===== src/sv/tbl_ram.sv =====
module tbl_ram #(
   parameter int unsigned WIDTH = 8,
   parameter int unsigned DEPTH = 16
) (
   input  logic                     clock,
   input  logic                     wr_en,
   input  logic [$clog2(DEPTH > 1 ? DEPTH : 2)-1:0] wr_addr,
   input  logic [WIDTH-1:0]         wr_data,
   input  logic [$clog2(DEPTH > 1 ? DEPTH : 2)-1:0] rd_addr,
   output logic [WIDTH-1:0]         rd_data
);

   logic [WIDTH-1:0] mem [DEPTH];

   always_ff @(posedge clock) begin
      if (wr_en) begin
         mem[wr_addr] <= wr_data;
      end
      rd_data <= mem[rd_addr];
   end

endmodule

===== config.mk =====
export PLATFORM = sky130hd
export DESIGN_NAME = tbl_ram
export DESIGN_NICKNAME = d
export VERILOG_FILES = /design/src/sv/tbl_ram.sv
export SDC_FILE = /design/constraint.sdc
export NUM_CORES = 1
export LEC_CHECK = 0
export CAP_MARGIN = 0
export CORE_MARGIN = 3
export CORE_UTILIZATION = 55
export DETAILED_ROUTE_END_ITERATION = 12
export DONT_BUFFER_PORTS = 1
export PLACE_DENSITY = 0.72
export SETUP_SLACK_MARGIN = 0.4
export SLEW_MARGIN = 25
export SYNTH_ARGS = -nofsm -noshare
export SYNTH_HDL_FRONTEND = slang
export SYNTH_SLANG_ARGS = --single-unit

===== constraint.sdc =====
create_clock -name clock -period 1.55 [get_ports clock]
set_input_delay 0.0775 -clock clock [delete_from_list [all_inputs] [get_ports clock]]
set_output_delay 0.0775 -clock clock [all_outputs]
set_load 0.02 [all_outputs]

Word level (Yosys, flattened, before mapping)
Memory sizes are Yosys's and may differ from the RTL's. A register that Yosys moved wholly into a read port is not among the register bits.
Cells that the tools add are included.

cells by class
  muxes and demuxes = 2

operators with widths
  kind               number
  two-way mux 1 bit  2

word-level totals
  register bits after elaboration = 0
  memory bits (writable) = 128
  input bits = 18
  output and inout port bits = 8
  logic and storage cells = 3
  memories kept = 1

memories
  memory  words  bits a word  rd ports  clocked after Yosys merged registers in  wr ports  line  RTL
  mem     16     8            1         1                                        1         13    logic [WIDTH-1:0] mem [DEPTH];

Depth between registers and ports, before layout
  word-level depth = 2
  mapped depth = 5
  mapped depth without buffers = 3

Least setup slack after synthesis
No wires, ideal clock.

  path kind = input to register
  start = input port wr_addr[2] in the netlist's numbering
  end = memory mem[0][0], enable pin
  setup time = 0.383 ns
  arrival = 1.187 ns
  data required time = 1.167 ns
  slack = -0.020 ns
  stages on the path = 2
  path buffers = 0
  cell sequence = or3b_2 -> nor3_1

RTL lines
  element          line  RTL
  start, declared  7     input logic [$clog2(DEPTH > 1 ? DEPTH : 2)-1:0] wr_addr,
  end, declared    13

No word-level cell before the write port.

==> out/metrics.cfg <==
[status]
status=complete, but fails checks
violations=negative hold slack

[floorplan]
std_cell_rows=34
die_h_um=103
ioPinCount=26
core_um2=8890
dieArea_um2=10600
die_x_um=103
initial_utilization_pct=57.9

[placement]
place_area_um2=5360
gp_congestion=0.775
placed_cells=348
portBuffers=0
place_hpwl_um=5920
dpl_worst_slack_ns=0.193

[power_and_ir_drop]
p_per_area_nw_per_um2=1380
peakVddDrop_mv=0.793
comb_power_share_pct=3.9
clkPwrFrac_pct=46.1
internal_power_mw=6.70
p_leak_nw=1.98
p_switching_mw=1.65
sw_frac_of_total_pct=19.8
seqPwrFrac_pct=50.0

[worst_hold_path]
hold_start=rd_addr[1]
hold_end=rd_data[3]
holdPathStages=3
hold_path_class=primary input to flip-flop

[timing]
slew_headroom_pct=59.6
rsz0062_at_grt=true
worst_pin_slew_ns=0.604
timing.fmax_ghz=0.764
worst_slack_ns=0.242
drv_slew=0
final-setup-viol-count=0
tns_ns=0
fin_crit_sh_pct=84.4
fin_crit_ns=1.31
holdWs_ns=-0.132
finalHoldViolations=16
fin_skew_ns=0.00377

[run]
max_cap_viol_count=0

[logic_synthesis]
synth_edf_count=128
syn_area_um2=5150
yosys_warnings=0
syn_inst=229
synthTopCellsByCount=edfxtp_1, mux4_2, a22oi_1, mux4_1, nor2_1
yosysTopAreaCell=edfxtp_1
synth_area_leaders=edfxtp_1, mux4_2, mux4_1, dfxtp_1, a22oi_1
synth_top_cell_area_share_pct=74.7
synth_most_common_cell=edfxtp_1
ys_seq_area_share_pct=77.8
synth_cell_types=19
synth-seq-cells=136
synth.avg_cell_area_um2=22.5
synthArstFlopShare_pct=0
synth-main-ff-cell=edfxtp_1
syn_nets=247

[global_routing]
grt-ovfl-total=0
antenna_found_initial=0
grt.met2_usage_pct=32.9
use_met3_pct=6.77
busiest_layer=met2
grt_use_total_pct=21.3
grt_pass1_wl_um=15200
grt_pass1_vias=2580
grt_max_degree=33
met1_usage_pct=29.4

[setup_path]
critPathMaxFanout=1
reg2reg_depth=3
r2r_start=mem[8][7]
r2r_slack_ns=0.24
crit_arrival_ns=1.70
r2r_end=rd_data[7]
start_kind=flip-flop
worstSetupPathType=flip-flop to flip-flop
worst_setup_path_end_kind=flip-flop
required_ns=1.94

[detailed_routing]
first_iter_violations=188
drc=0
wl_um=10100
vias=2375
dr.pass1.iters=5
avgViaCountPerCell=6.09
wire_per_inst_um=25.8
drtAntennaViolNets=0

[clocking]
path_clk_slew_ns=0.06
htreeDepth=4
root_buffer=clkbuf_8
cts_buffer_depth=2
hold_buffers=10
cts.sinks=136
cts_tree=done
clock_latency_ns=0.51
cts_buffers=17

[final_layout]
antenna_cells=0
nets=287
fin_cells=390
final_area_um2=6070
layout-drive-gt1-share_pct=35.1
area_delta_synth_final_pct=17.8

## stage by stage
step | utilization, % | total power, mW | hold WS (ns)
after CTS | 68.2 | 8.40 | -0.160
final | 68.2 | 8.35 | -0.132
after floorplan | - | 4.46 | 0.176
after detailed placement | 60.3 | 4.49 | 0.177
after global placement | 60.3 | 4.48 | 0.177
after global routing | 68.2 | 8.60 | -0.148
## cell type report
cell class | count | area, µm²
Timing Repair Buffer | 31 | 258
Multi-Input combinational cell | 83 | 1090
Clock buffer | 18 | 418
Sequential cell | 136 | 4000
Tap cell | 108 | 135
Clock inverter | 14 | 158
Fill cell | 568 | 2830
## repair_timing
| action | in CTS | in global routing |
|---|---|---|
| setup endpoints to repair | 8 | 8 |
| resized for setup | 13 | 0 |
| pin swaps | 3 | 1 |
| endpoints found under the hold margin | 168 | 16 |
| buffers inserted | 0 | 0 |
## routing by layer
metal	wire [µm]	share of wire, %
met2	5020	50
met4	89	0.89
met5	0	0
met3	731	7.3
met1	4210	42
## critical path, cell delays in order, from the launching register on
cell,delay (ns)
edfxtp_1,0.40
mux4_2,0.50
a22oi_2,0.21
nand2_1,0.08
## worst max-delay path by stage
stage / startpoint / end / slack [ns]
after global placement: mem[11][1] / rd_data[1] / 0.21
final: mem[8][7] / rd_data[7] / 0.24
after floorplan: rd_addr[0] / rd_data[2] / 0.36
after global routing: mem[8][7] / rd_data[7] / 0.19
after CTS: mem[8][7] / rd_data[7] / 0.23
after detailed placement: mem[11][1] / rd_data[1] / 0.19
## power by group through the flow
stage,Combinational (mW),Clock [mW],Sequential (mW)
floorplan,0.229,0,4.24
global placement,0.232,0,4.25
detailed placement,0.234,0,4.25
CTS,0.328,3.90,4.18
global route,0.348,4.07,4.19
finish,0.326,3.85,4.18
## cell families (layout without fill, tap and decap cells)
| group | Yosys count | after routing | synth area share (%) |
|---|---|---|---|
| flip-flops | 136 | 136 | 77.8 |
| AND/OR/NAND/NOR | 35 | 35 | 3.18 |
| multiplexers | 32 | 32 | 15.0 |
| AO/OA/AOI/OAI | 16 | 16 | 2.33 |
| buffers and inverters | 10 | 63 | 1.68 |
## cell usage in the layout, fill, tap and decap left out, types with 7 or more instances in the layout
master | netlist | layout
nor2_1 | 13 | 10
a22oi_2 | 0 | 9
edfxtp_1 | 128 | 128
buf_4 | 1 | 21
mux4_2 | 18 | 30
nand2_1 | 9 | 9
a22oi_1 | 16 | 7
dfxtp_1 | 8 | 8
dlygate4sd3_1 | 0 | 10
clkbuf_16 | 0 | 16
## sequential cells by signal, indices dropped and copies added, names as in the netlist
name and flops:
mem 128, rd_data 8
Note: power is estimated with default switching activity, not from simulation.
